**config.mk**
```make
export PLATFORM = sky130hd
export DESIGN_NAME = card_number_luhn_length_check
export DESIGN_NICKNAME = d
export VERILOG_FILES = /design/src/hdl/cnllc_pkg.sv /design/src/hdl/cnllc_step.sv /design/src/hdl/card_number_luhn_length_check.sv
export SDC_FILE = /design/constraint.sdc
export NUM_CORES = 1
export LEC_CHECK = 0
export BUFFER_PORTS_ARGS = -buffer_cell sky130_fd_sc_hd__clkbuf_2
export CORE_MARGIN = 5
export CORE_UTILIZATION = 40
export CTS_CLUSTER_SIZE = 14
export DETAILED_ROUTE_END_ITERATION = 6
export PLACE_DENSITY = 0.62
export SETUP_SLACK_MARGIN = 0.02
export SLEW_MARGIN = 30
export SYNTH_ARGS = -nofsm -noshare
export SYNTH_HDL_FRONTEND = slang
export SYNTH_SLANG_ARGS = --single-unit
export TNS_END_PERCENT = 50
```
**constraint.sdc**
```tcl
create_clock -name clk -period 6.75 [get_ports clk]
set_input_delay 0.675 -clock clk [delete_from_list [all_inputs] [get_ports clk]]
set_output_delay 0.675 -clock clk [all_outputs]
set_load 0.01 [all_outputs]
```
**src/hdl/cnllc_pkg.sv**
```systemverilog
// ----------------------------------------------------------------------------
// cnllc_pkg
// types, codes and digit arithmetic shared by the card number checker
// ----------------------------------------------------------------------------
package cnllc_pkg;

  localparam int DIGIT_W = 4;
  localparam int CAT_W   = 3;
  localparam int COUNT_W = 5;
  localparam int SUM_W   = 4;

  localparam logic [COUNT_W-1:0] COUNT_MAX = 5'd31;

  // category codes
  localparam logic [CAT_W-1:0] CAT_INVALID   = 3'd0;
  localparam logic [CAT_W-1:0] CAT_RANGE_A   = 3'd1;
  localparam logic [CAT_W-1:0] CAT_FIXED_15  = 3'd2;
  localparam logic [CAT_W-1:0] CAT_RANGE_B   = 3'd3;
  localparam logic [CAT_W-1:0] CAT_FIXED_16A = 3'd4;
  localparam logic [CAT_W-1:0] CAT_FIXED_19  = 3'd5;
  localparam logic [CAT_W-1:0] CAT_FIXED_16B = 3'd6;
  localparam logic [CAT_W-1:0] CAT_WIDE      = 3'd7;

  // allowed lengths
  localparam logic [COUNT_W-1:0] LEN_12 = 5'd12;
  localparam logic [COUNT_W-1:0] LEN_13 = 5'd13;
  localparam logic [COUNT_W-1:0] LEN_15 = 5'd15;
  localparam logic [COUNT_W-1:0] LEN_16 = 5'd16;
  localparam logic [COUNT_W-1:0] LEN_19 = 5'd19;

  typedef enum logic [1:0] {
    STATUS_VALID      = 2'd0,
    STATUS_BAD_LENGTH = 2'd1,
    STATUS_BAD_LUHN   = 2'd2
  } status_t;

  typedef struct packed {
    logic [COUNT_W-1:0] count;
    logic [SUM_W-1:0]   sum_even;  // even positions from the left doubled
    logic [SUM_W-1:0]   sum_odd;   // odd positions from the left doubled
  } luhn_state_t;

  // digit taken mod 10
  function automatic logic [SUM_W-1:0] plain_part(input logic [DIGIT_W-1:0] d);
    if (d >= 4'd10) begin
      return d - 4'd10;
    end
    return d;
  endfunction

  // doubled digit, minus nine above nine, then mod 10
  function automatic logic [SUM_W-1:0] doubled_part(input logic [DIGIT_W-1:0] d);
    logic [DIGIT_W:0] t;
    t = {d, 1'b0};
    if (t > 5'd9) begin
      t = t - 5'd9;
    end
    if (t >= 5'd20) begin
      t = t - 5'd20;
    end else if (t >= 5'd10) begin
      t = t - 5'd10;
    end
    return t[SUM_W-1:0];
  endfunction

  // sum of two values below ten, mod 10
  function automatic logic [SUM_W-1:0] add_mod10(input logic [SUM_W-1:0] a,
                                                 input logic [SUM_W-1:0] b);
    logic [SUM_W:0] s;
    s = {1'b0, a} + {1'b0, b};
    if (s >= 5'd10) begin
      s = s - 5'd10;
    end
    return s[SUM_W-1:0];
  endfunction

  function automatic logic length_ok(input logic [CAT_W-1:0]   cat,
                                     input logic [COUNT_W-1:0] n);
    logic ok;
    unique case (cat) inside
      CAT_RANGE_A, CAT_RANGE_B:     ok = (n >= LEN_13) && (n <= LEN_16);
      CAT_FIXED_15:                 ok = (n == LEN_15);
      CAT_FIXED_16A, CAT_FIXED_16B: ok = (n == LEN_16);
      CAT_FIXED_19:                 ok = (n == LEN_19);
      CAT_WIDE:                     ok = (n >= LEN_12) && (n <= LEN_19);
      default:                      ok = 1'b0;
    endcase
    return ok;
  endfunction

endpackage

```
**src/hdl/cnllc_step.sv**
```systemverilog
// ----------------------------------------------------------------------------
// cnllc_step
// one digit of the running luhn sums, digit count and final status
// ----------------------------------------------------------------------------
module cnllc_step (
  input  cnllc_pkg::luhn_state_t              state_cur,
  input  logic [cnllc_pkg::DIGIT_W-1:0]       digit,
  input  logic [cnllc_pkg::CAT_W-1:0]         category,
  input  logic                                last_digit,
  output cnllc_pkg::luhn_state_t              state_nxt,
  output cnllc_pkg::status_t                  status
);

  logic [cnllc_pkg::SUM_W-1:0]   p;
  logic [cnllc_pkg::SUM_W-1:0]   q;
  logic                          even_pos;
  cnllc_pkg::luhn_state_t        upd;
  logic [cnllc_pkg::SUM_W-1:0]   luhn;

  assign p        = cnllc_pkg::plain_part(digit);
  assign q        = cnllc_pkg::doubled_part(digit);
  assign even_pos = ~state_cur.count[0];

  always_comb begin
    upd.sum_even = cnllc_pkg::add_mod10(state_cur.sum_even, even_pos ? q : p);
    upd.sum_odd  = cnllc_pkg::add_mod10(state_cur.sum_odd,  even_pos ? p : q);
    upd.count    = (state_cur.count < cnllc_pkg::COUNT_MAX) ?
                   state_cur.count + 5'd1 : state_cur.count;
  end

  // rightmost digit undoubled: parity of the length picks the sum
  assign luhn = upd.count[0] ? upd.sum_odd : upd.sum_even;

  always_comb begin
    if (!cnllc_pkg::length_ok(category, upd.count)) begin
      status = cnllc_pkg::STATUS_BAD_LENGTH;
    end else if (luhn != '0) begin
      status = cnllc_pkg::STATUS_BAD_LUHN;
    end else begin
      status = cnllc_pkg::STATUS_VALID;
    end
  end

  // a finished number leaves clean state for the next one
  assign state_nxt = last_digit ? '0 : upd;

endmodule

```
**src/hdl/card_number_luhn_length_check.sv**
```systemverilog
// ----------------------------------------------------------------------------
// card_number_luhn_length_check
// Card number length and Luhn check digit test, one decimal digit per item,
// most significant digit first. Each input item carries a digit, the card
// category and tlast on the final digit of the number. The block keeps a
// digit count that saturates at 31 and two Luhn sums mod 10, and on the last
// digit returns one status item: 0 valid, 1 bad length or category (checked
// first), 2 Luhn sum not zero. Items without tlast give no result. Category 0
// is always bad; categories 1 and 3 allow 13 to 16 digits, 2 needs 15, 4 and
// 6 need 16, 5 needs 19, 7 allows 12 to 19. The Luhn rule treats the
// rightmost digit as undoubled, so any length is handled correctly. Digits
// above nine are taken mod 10 (plain) or doubled, reduced by nine, then
// taken mod 10. Throughput is one item per clock, save for the stall below:
// an input register feeds a single level of mod-10 adders and compares
// into the result register, which drives the status of a last digit on
// out_tdata. Only a last-digit item held behind an undelivered result
// waits; others pass.
// ----------------------------------------------------------------------------
module card_number_luhn_length_check (
  input  logic       clk,
  input  logic       rst_n,
  input  logic       in_tvalid,
  output logic       in_tready,
  input  logic [7:0] in_tdata,   // [3:0] digit, [6:4] category, [7] zero
  input  logic       in_tlast,   // last_digit
  output logic       out_tvalid,
  input  logic       out_tready,
  output logic [7:0] out_tdata   // [1:0] status, [7:2] zero
);

  // input register
  logic                            in_valid_r;
  logic [cnllc_pkg::DIGIT_W-1:0]   in_digit_r;
  logic [cnllc_pkg::CAT_W-1:0]     in_cat_r;
  logic                            in_last_r;

  // running per-number state
  cnllc_pkg::luhn_state_t          state_r;
  cnllc_pkg::luhn_state_t          state_nxt;

  // result register
  logic                            out_valid_r;
  cnllc_pkg::status_t              out_status_r;
  cnllc_pkg::status_t              status_nxt;

  logic                            advance;
  logic                            in_fire;

  // the held item moves on unless it makes a result and the result slot is
  // still occupied by one that nobody has taken
  assign advance   = in_valid_r && (!in_last_r || !out_valid_r || out_tready);
  assign in_tready = !in_valid_r || advance;
  assign in_fire   = in_tvalid && in_tready;

  cnllc_step u_step (
    .state_cur  (state_r),
    .digit      (in_digit_r),
    .category   (in_cat_r),
    .last_digit (in_last_r),
    .state_nxt  (state_nxt),
    .status     (status_nxt)
  );

  // input stage
  always_ff @(posedge clk) begin
    if (!rst_n) begin
      in_valid_r <= 1'b0;
    end else if (in_fire) begin
      in_valid_r <= 1'b1;
    end else if (advance) begin
      in_valid_r <= 1'b0;
    end
  end

  always_ff @(posedge clk) begin
    if (in_fire) begin
      in_digit_r <= in_tdata[3:0];
      in_cat_r   <= in_tdata[6:4];
      in_last_r  <= in_tlast;
    end
  end

  // count and sums move with every digit that leaves the input stage
  always_ff @(posedge clk) begin
    if (!rst_n) begin
      state_r <= '0;
    end else if (advance) begin
      state_r <= state_nxt;
    end
  end

  // result stage
  always_ff @(posedge clk) begin
    if (!rst_n) begin
      out_valid_r <= 1'b0;
    end else if (advance && in_last_r) begin
      out_valid_r <= 1'b1;
    end else if (out_tready) begin
      out_valid_r <= 1'b0;
    end
  end

  always_ff @(posedge clk) begin
    if (advance && in_last_r) begin
      out_status_r <= status_nxt;
    end
  end

  assign out_tvalid = out_valid_r;
  assign out_tdata  = {6'd0, out_status_r};

endmodule

```
# ---- Word level (Yosys, flattened, before mapping)
# Cells that the tools add are included.
dict set report totals {
  out_inout_bits 10
  regBits 25
  in_bits 13
}
dict set report classes {
  muxes 19
  n_reduce_logical 16
  eq_ne 10
  addsub 9
  order_cmp 11
}
# cell count
set op_table {}
lappend op_table {{2-to-1 mux 4 bit} 9}
lappend op_table {{greater-or-equal comparator 5 x 4 -> 1 bit, second input constant} 5}
lappend op_table {{subtractor 4 bit, second input constant} 4}
lappend op_table {{2-to-1 mux 13 bit} 1}
lappend op_table {{== test 3 bit, second input constant} 4}
lappend op_table {{adder 4 x 4 -> 5 bit} 2}
lappend op_table {{== test 5 bit, second input constant} 2}
lappend op_table {{<= comparator 5 bit, second input constant} 2}
lappend op_table {{2-to-1 mux 5 bit} 2}
lappend op_table {{== test 3 x 2 -> 1 bit, second input constant} 2}
lappend op_table {{adder 5 x 1 -> 5 bit, second input constant} 1}
lappend op_table {{== test 5 x 4 -> 1 bit, second input constant} 1}
lappend op_table {{greater-or-equal comparator 5 bit, second input constant} 1}
lappend op_table {{> comparator 5 x 4 -> 1 bit, second input constant} 1}
lappend op_table {{logical AND 1 bit} 5}
lappend op_table {{< comparator 5 bit, second input constant} 1}
lappend op_table {{2-to-1 mux 1 bit} 5}
lappend op_table {{one-hot mux 1 bit (5 select lines)} 1}
lappend op_table {{subtractor 5 x 4 -> 5 bit, second input constant} 1}
lappend op_table {{greater-or-equal comparator 4 bit, second input constant} 1}
lappend op_table {{nonzero test 2 bit} 2}
lappend op_table {{nonzero test 4 bit} 1}
lappend op_table {{OR reduction 2 bit} 2}
lappend op_table {{subtractor 4 x 3 -> 4 bit, second input constant} 1}
lappend op_table {{other kinds (4)} 8}

# ---- Logic depth before layout (Yosys ltp)
# Gate-level depths: netlist of run 1.
dict set report depth {
  ltp_word 12
  ltp_mapped 20
  depth_no_buf 20
}

# ---- Hierarchy
# From an unflattened synthesis of run 1, not the netlist that was laid out.
dict set report unflattened {
  hier_cells 271
  area_unflattened_um2 2284.7
}
# mod seq_area_each_um2 cells_each area_each_um2 n_inst
set by_module_without_submodules {}
lappend by_module_without_submodules {cnllc_step 0.0 187 1298.7 1}
lappend by_module_without_submodules {card_number_luhn_length_check 600.6 84 985.9 1}

# ---- Worst setup path before layout of run 1
# No wires, ideal clock.
dict set report synth_timing {
  path_kind {flip-flop to flip-flop}
  start {register in_digit_r[1] in the netlist's numbering}
  end {register out_status_r[1] (data pin)}
  t_required_ns 6.474
  arrival_ns 4.594
  slack_ns 1.880
  period_less_slack_ns 4.870
  path_buffers 0
  stages_incl_launch_ff 20
  path_cell_list {edfxtp_1 inv_1 ha_1 and2b_1 nor2_1 mux2i_1 inv_1 ha_1 o32ai_2 xor2_1 mux2_2 fa_1 xnor2_1 inv_1 ha_1 o2111ai_1 nand4_1 or3b_1 a2111oi_0 a211oi_1}
}
dict set report synth_via {
  elab_chain_cells 12
}
# element line
set synth_lines {}
lappend synth_lines {{start, declared} card_number_luhn_length_check.sv:33} ;# logic [cnllc_pkg::DIGIT_W-1:0] in_digit_r;
lappend synth_lines {{start signal, assigned} card_number_luhn_length_check.sv:77} ;# in_digit_r <= in_tdata[3:0];
lappend synth_lines {{subtractor 5 x 4 -> 5 bit or > comparator 5 x 4 -> 1 bit (tied branches)} {cnllc_pkg.sv:56, cnllc_pkg.sv:55}}
lappend synth_lines {{2-to-1 mux 5 bit} cnllc_pkg.sv:55} ;# if (t > 5'd9) begin
lappend synth_lines {{subtractor 4 bit or greater-or-equal comparator 5 x 4 -> 1 bit (tied branches)} {cnllc_pkg.sv:61, cnllc_pkg.sv:60}}
lappend synth_lines {{2-to-1 mux 4 bit} cnllc_pkg.sv:60} ;# end else if (t >= 5'd10) begin
lappend synth_lines {{2-to-1 mux 4 bit} cnllc_pkg.sv:58} ;# if (t >= 5'd20) begin
lappend synth_lines {{2-to-1 mux 4 bit (on tied branches)} {cnllc_step.sv:25, cnllc_step.sv:26}}
lappend synth_lines {{adder 4 x 4 -> 5 bit} cnllc_pkg.sv:70} ;# s = {1'b0, a} + {1'b0, b};
lappend synth_lines {{subtractor 4 bit or greater-or-equal comparator 5 x 4 -> 1 bit (tied branches)} {cnllc_pkg.sv:72, cnllc_pkg.sv:71}}
lappend synth_lines {{2-to-1 mux 4 bit} cnllc_pkg.sv:71} ;# if (s >= 5'd10) begin
lappend synth_lines {{2-to-1 mux 4 bit *} cnllc_step.sv:32} ;# assign luhn = upd.count[0] ? upd.sum_odd : upd.sum_even;
lappend synth_lines {{nonzero test 4 bit *} cnllc_step.sv:37} ;# end else if (luhn != '0) begin
lappend synth_lines {{2-to-1 mux 2 bit *} cnllc_step.sv:37}
lappend synth_lines {{end signal, assigned} card_number_luhn_length_check.sv:105} ;# out_status_r <= status_nxt;
lappend synth_lines {{end, declared} card_number_luhn_length_check.sv:43} ;# cnllc_pkg::status_t out_status_r;
# Mark *: on every way between the ends. The rest lies on a longest branch, timed or not. The select of a mux whose other input is x is not followed.
# A chain may end at the register's enable or synchronous reset.

# ---- Worst setup path after layout of run 1
# Same ends and word-level chain as after synthesis.

==> metrics.yaml, run 1 <==
worst_setup_path:
  crit_family: "adder cells"
  worstSetupEndpointType: "flip-flop"
  crit_type: "flip-flop to flip-flop"
  startpoint: "in_digit_r[1]"
  worstPathCellList: "inv_1 -> ha_1 -> and2b_1 -> nor2_1 -> mux2i_1 -> inv_1 -> ha_1 -> o32ai_2 -> xor2_1 -> mux2_2 -> fa_1 -> xnor2_1 -> inv_1 -> ha_1 -> o2111ai_1 -> nand4_1 -> or3b_1 -> a2111oi_0 -> a211oi_1"
  crit_buf_inv: 3
  slowest_delay_ns: 0.49
  worstPathRequired_ns: 6.75
  reg2reg_from: "in_digit_r[1]"
  crit_slowest_cell: "edfxtp_1"
  cp.arrival_ns: 5.50
  startpoint_type: "flip-flop"
  cp_max_fo: 7
route:
  firstDrtPassIters: 5
  routed_wl_um: 4237
  postRouteAntennaNets: 0
  wl_per_cell_um: 13.28
  via_count: 1710
  drc: 0
  drtIter0Drc: 83
  via_per_inst: 5.361
logic_synthesis:
  synth_edf_count: 10
  syn-cell-area_um2: 2120
  synth_flop_cell: "dfxtp_1"
  ys_async_sr_fraction_pct: 0
  synth_xor_area_share_pct: 3.719
  synth_top_family_by_area: "simple AND/OR/NAND/NOR gates"
  synth.most_common_cell: "ha_1"
  yosysSeqAreaShare_pct: 28.34
  synth.mux.area_fraction_pct: 10.33
  synth_area_per_cell_um2: 8.906
  yosys-top-cells-area: "dfxtp_1 14%, edfxtp_1 14%, ha_1 12%"
  synth-compound-area-share_pct: 18.36
  yosys.area_share.simple_pct: 18.65
  synthAdderAreaFrac_pct: 13.70
  synth_top_area_share_pct: 14.17
  synth_common_cells: "20 x ha_1, 18 x nor2_1, 17 x a21oi_1, 17 x nand2_1, 15 x dfxtp_1"
  syn_inst: 238
  synth-seq-cells: 25
  yosysTopAreaCell: "dfxtp_1"
  synth.distinct_cells: 51
  ys_warn_count: 0
cts:
  clkSinkCount: 25
  cts_tree: "built"
  cts_resized: 0
  cts_root_buffer: "clkbuf_8"
  htree_levels: 1
  clock_latency_ns: 0.26
  holdBufCountCts: 0
  cts_buffer_depth: 2
  clk_pin_slew_ns: 0.08
  cts_buffers: 3
  post-cts-setup-buffers: 0
layout:
  drive_above_1_share_pct: 11.24
  nNetsFinal: 285
  n_antenna_cell: 0
  fin_util_pct: 43.96
  area_growth_pct: 6.612
timing:
  skew_ns: 0.002422
  final_max_slew_viol_count: 0
  hold_viol_final: 0
  setup-tns-final_ns: 0
  fmax_ghz: 0.1819
  worstMarginPinSlew_ns: 0.9315
  setup_viol: 0
  post-route-min-period_ns: 5.498
  relSlewSlack_pct: 37.61
  min_period_over_period_pct: 81.46
  rsz0062_at_grt: "false"
floorplanning:
  die_w_um: 82.80
  dieArea_um2: 6855
  pin_count: 23
  initial_core_util_pct: 41.24
  core_area_um2: 5140
  num_rows: 26
  die_h_um: 82.80
placed_design:
  portBuffers: 15
  dp_hpwl_um: 3297
  gp_routability_congestion: 0.8066
power_and_ir_drop:
  powerDensity_nw_per_um2: 183.6
  power.leakage_nw: 0.9189
  vdd_drop_max_mv: 0.1454
  p_total_w: 0.0004148
outcome:
  status: "finished, final reports clean"
grt:
  grt.total_usage_pct: 13.29
  overflow: 0
  met3_usage_pct: 2.268
  grt_antenna_before_repair: 0
  met2_usage_pct: 22.28
  grt_pass1_wl_um: 7086
  grt_start_max_net_pins: 20
  grt_pass1_vias: 1525
  busiest_layer: "met2"
  met1_usage_pct: 18.25
worst_hold_path:
  hp-class: "flip-flop to flip-flop"
  min_from: "state_r[0]"
run:
  maxCapViolations: 0
==> cell families (layout without fill, tap and decap cells) <==
group / count (synthesis) / in the layout
multiplexers: 20 / 20
AO/OA/AOI/OAI: 56 / 56
AND/OR/NAND/NOR: 77 / 77
XOR/XNOR: 9 / 9
adder cells (fa/ha/maj): 22 / 22
flip-flops: 25 / 25
other: 1 / 6
buffers and inverters: 28 / 34
==> final timing paths <==
kind | endpoint | slack, ns | cells past startpoint
worst min-delay path | state_r[0] | 0.48 | 2
worst min register to register | state_r[0] | 0.48 | 2
worst max-delay path | out_status_r[1] | 1.25 | 19
worst max register to register | out_status_r[1] | 1.25 | 19
==> power breakdown <==
part,switching (W),leakage [nW],internal [W]
logic,0.0000863,0.681,0.0000682
clock network,0.0000458,0.0228,0.0000422
registers,0.00000856,0.215,0.000164
total,0.000141,0.919,0.000274
==> through the flow <==
step / hold slack, ns / worst slack [ns] / cells / cell area (um^2)
final: 0.4762 / 1.252 / 319 / 2260
after global routing: 0.4919 / 0.6698 / 319 / 2260
after CTS: 0.4784 / 1.197 / 319 / 2260
after detailed placement: 0.4662 / 1.265 / 315 / 2215
after global placement: 0.4542 / 1.348 / 315 / 2215
after floorplan: 0.4453 / 1.880 / 243 / 2138
==> layout by cell type, fill, tap and decap left out, types with 6 or more instances in the layout <==
cell,count
dfxtp_1,15
ha_1,20
nor2_1,18
a21oi_1,17
nand3_1,10
nor2b_1,9
mux2i_1,14
inv_1,14
o21ai_0,6
nand2_1,17
clkbuf_2,15
conb_1,6
edfxtp_1,10
==> routing by layer <==
layer / wire, um / up-vias
li1: - / 881
met1: 2086 / 801
met2: 1989 / 26
met3: 144 / 2
met4: 17 / 0
met5: 0 / -
==> layout make-up <==
type	count	area (um^2)
fill	531	2880
multi-input combinational	190	1395
sequential	25	600.6
tap	70	87.58
timing repair buffer	15	75.07
inverter	15	56.30
clock buffer	4	45.04
==> worst reg2reg max path: stages, from the launching register on <==
cell	delay [ns]
edfxtp_1	0.49
inv_1	0.18
ha_1	0.23
and2b_1	0.21
nor2_1	0.19
mux2i_1	0.47
inv_1	0.09
ha_1	0.27
o32ai_2	0.29
xor2_1	0.15
mux2_2	0.30
fa_1	0.43
xnor2_1	0.28
inv_1	0.13
ha_1	0.27
o2111ai_1	0.11
nand4_1	0.23
or3b_1	0.41
a2111oi_0	0.43
a211oi_1	0.09
==> registers in the layout (all words and copies together) (netlist names) <==
signal,count
state_r,13
in_digit_r,4
out_tvalid,1
out_status_r,2
in_valid_r,1
in_last_r,1
in_cat_r,3
No activity file was read; power rests on OpenSTA's default activity.
==> run 2, diff against run 1 <==
==> constraint.sdc (replaced) <==
create_clock -name clk -period 5.5 [get_ports clk]
set_input_delay 0.55 -clock clk [delete_from_list [all_inputs] [get_ports clk]]
set_output_delay 0.55 -clock clk [all_outputs]
set_load 0.01 [all_outputs]
==> run 2 against run 1 <==
Clock-buffer cell count fell by 1. Maximum frequency rose by 8.5%. Global-route usage barely moved. Combinational power rose by 26%. Die area did not move. Register-to-register slack got worse by 0.82 ns. Utilization rose by 0.63 points. Flip-flop and latch count did not move. Non-clock buffer count rose by 3. Worst hold slack got worse by 0.027 ns. Clock power rose by 26%. Sequential power rose by 23%.
==> metrics.yaml, run 2 (same netlist as run 1, synthesis figures left out) <==
cts:
  clock_latency_ns: 0.27  # about the same
  cts_buffers: 3  # unchanged
  cts_buffer_depth: 2  # unchanged
  htree_levels: 1  # unchanged
  clk_pin_slew_ns: 0.09  # about the same
  cts_tree: "built"
  holdBufCountCts: 0  # unchanged
  cts_root_buffer: "clkbuf_8"
  clkSinkCount: 25  # unchanged
route:
  via_count: 1700  # -0.58%
  postRouteAntennaNets: 0  # unchanged
  drtIter0Drc: 85  # +2.4%
  via_per_inst: 5.280  # -1.5%
  routed_wl_um: 4232  # -0.12%
  wl_per_cell_um: 13.14  # -1.0%
  firstDrtPassIters: 4  # -1
  drc: 0  # unchanged
layout:
  area_growth_pct: 8.146
  drive_above_1_share_pct: 13.10  # +1.9 points
  layout_common_cells: "20 x ha_1, 18 x nor2_1, 17 x nand2_1, 17 x a21oi_1"
  largest_reg_flops: 13  # unchanged
  top_regs: "state_r (13), in_digit_r (4), in_cat_r (3)"
  nNetsFinal: 288  # +1.1%
  top_register: "state_r"
  n_antenna_cell: 0  # unchanged
  mostFrequentLayoutCell: "ha_1"
floorplanning:
  die_h_um: 82.80  # unchanged
  pin_count: 23  # unchanged
  core_area_um2: 5140  # unchanged
  initial_core_util_pct: 41.24  # unchanged
  dieArea_um2: 6855  # unchanged
  die_w_um: 82.80  # unchanged
  num_rows: 26  # unchanged
worst_setup_path:
  crit_family: "adder cells"
  crit_slowest_cell: "edfxtp_1"
  crit_type: "flip-flop to flip-flop"
  startpoint_type: "flip-flop"
  worstPathCellList: "inv_1 -> ha_1 -> and2b_1 -> nor2_1 -> mux2i_1 -> inv_1 -> ha_1 -> o32ai_2 -> xor2_1 -> mux2_2 -> fa_1 -> xnor2_1 -> inv_1 -> ha_1 -> o2111ai_1 -> nand4_1 -> or3b_1 -> a2111oi_2 -> a211oi_1"
  crit_buf_inv: 3  # unchanged
  worstSetupEndpointType: "flip-flop"
  reg2reg_depth: 19  # unchanged
  reg2reg_from: "in_digit_r[1]"
  r2r_end: "out_status_r[1]"
  cp_max_fo: 6  # -1
  cp.arrival_ns: 5.08  # -0.42 ns
  slowest_delay_ns: 0.47  # -0.02 ns
  worstPathRequired_ns: 5.51  # -1.24 ns
  r2r_slack_ns: 0.43  # -0.82 ns
grt:
  grt_pass1_wl_um: 7058  # -0.40%
  grt_antenna_before_repair: 0  # unchanged
  grt.total_usage_pct: 13.31  # +0.021 points
  grt_start_max_net_pins: 20  # unchanged
  overflow: 0  # unchanged
  grt_pass1_vias: 1543  # +1.2%
worst_hold_path:
  hp-class: "input port to flip-flop"
  holdPathEnd: "in_digit_r[3]"
  min_from: "in_tdata[3]"
  holdPathStages: 1  # -1
timing:
  skew_ns: 0.002505  # +0.00008299 ns
  relSlewSlack_pct: 40.42  # +2.8 points
  worstMarginPinSlew_ns: 0.8895  # -0.04196 ns
  setup-tns-final_ns: 0  # unchanged
  final_max_slew_viol_count: 0  # unchanged
  setup_viol: 0  # unchanged
  fmax_ghz: 0.1974  # +8.5%
  min_period_over_period_pct: 92.11  # +11 points
  post-route-min-period_ns: 5.066  # -0.4324 ns
  rsz0062_at_grt: "false"
  hold_viol_final: 0  # unchanged
placed_design:
  portBuffers: 15  # unchanged
  dp_hpwl_um: 3290  # -0.22%
  gp_routability_congestion: 0.7967  # -1.2%
run:
  maxCapViolations: 0  # unchanged
outcome:
  status: "finished, final reports clean"
power_and_ir_drop:
  p_total_w: 0.0005176  # +25%
  vdd_drop_max_mv: 0.1362  # -6.3%
  powerDensity_nw_per_um2: 225.8  # +23%
  power.leakage_nw: 0.9336  # +1.6%
-- run 2: cell count changes in the layout (fill, tap and decap cells not counted), sizes merged --
cell,before,now
buf,0,3
clkbuf,19,18
clkinvlp,0,1
-- run 2: through the flow --
stage,hold WS [ns],setup slack [ns],cell area [um^2],std cells,utilization [%]
6_report,0.4491,0.4339,2292,322,44.60
3_3_place_gp,0.4544,0.3531,2222,316,43.23
2_1_floorplan,0.4453,0.6301,2138,243,-
3_5_place_dp,0.4609,0.2842,2222,316,43.23
4_1_cts,0.4396,0.2627,2271,320,44.18
5_1_grt,0.4285,0.05099,2292,322,44.60
-- run 2: what timing repair did --
item	4_1_cts	5_1_grt
gates resized for setup	0	2
hold endpoints to repair	0	0
setup buffers	0	2
endpoints found under the setup margin	0	1
-- run 2: worst max path at each step --
stage                   from  cells past startpoint         endpoint  slack, ns
3_5_place_dp   in_digit_r[1]                     19  out_status_r[1]       0.28
3_3_place_gp   in_digit_r[1]                     19  out_status_r[1]       0.35
4_1_cts        in_digit_r[1]                     19  out_status_r[1]       0.26
6_report       in_digit_r[1]                     19  out_status_r[1]       0.43
2_1_floorplan  in_digit_r[1]                     19  out_status_r[1]       0.63
5_1_grt        in_digit_r[1]                     19  out_status_r[1]       0.05
-- run 2: routing by layer --
layer	share of wire [%]	wire length, um	global-route usage, %
met4	1.1	46	3.758
met3	3.6	152	1.404
met2	47	1989	21.63
met5	0	0	0
met1	48	2044	18.67
-- run 2: report_power, final --
group | switching (W) | total, W | internal [W]
Clock | 0.0000600 | 0.000111 | 0.0000514
Combinational | 0.000108 | 0.000195 | 0.0000868
Sequential | 0.0000104 | 0.000211 | 0.000201
Total | 0.000178 | 0.000518 | 0.000339
-- run 2: area by class of cell --
| type | instances | area [um^2] |
|---|---|---|
| clock buffer | 3 | 41.29 |
| clock inverter | 1 | 7.507 |
| fill | 535 | 2848 |
| inverter | 15 | 56.30 |
| multi-input combinational | 190 | 1401 |
| sequential | 25 | 600.6 |
| tap | 70 | 87.58 |
| timing repair buffer | 18 | 97.59 |
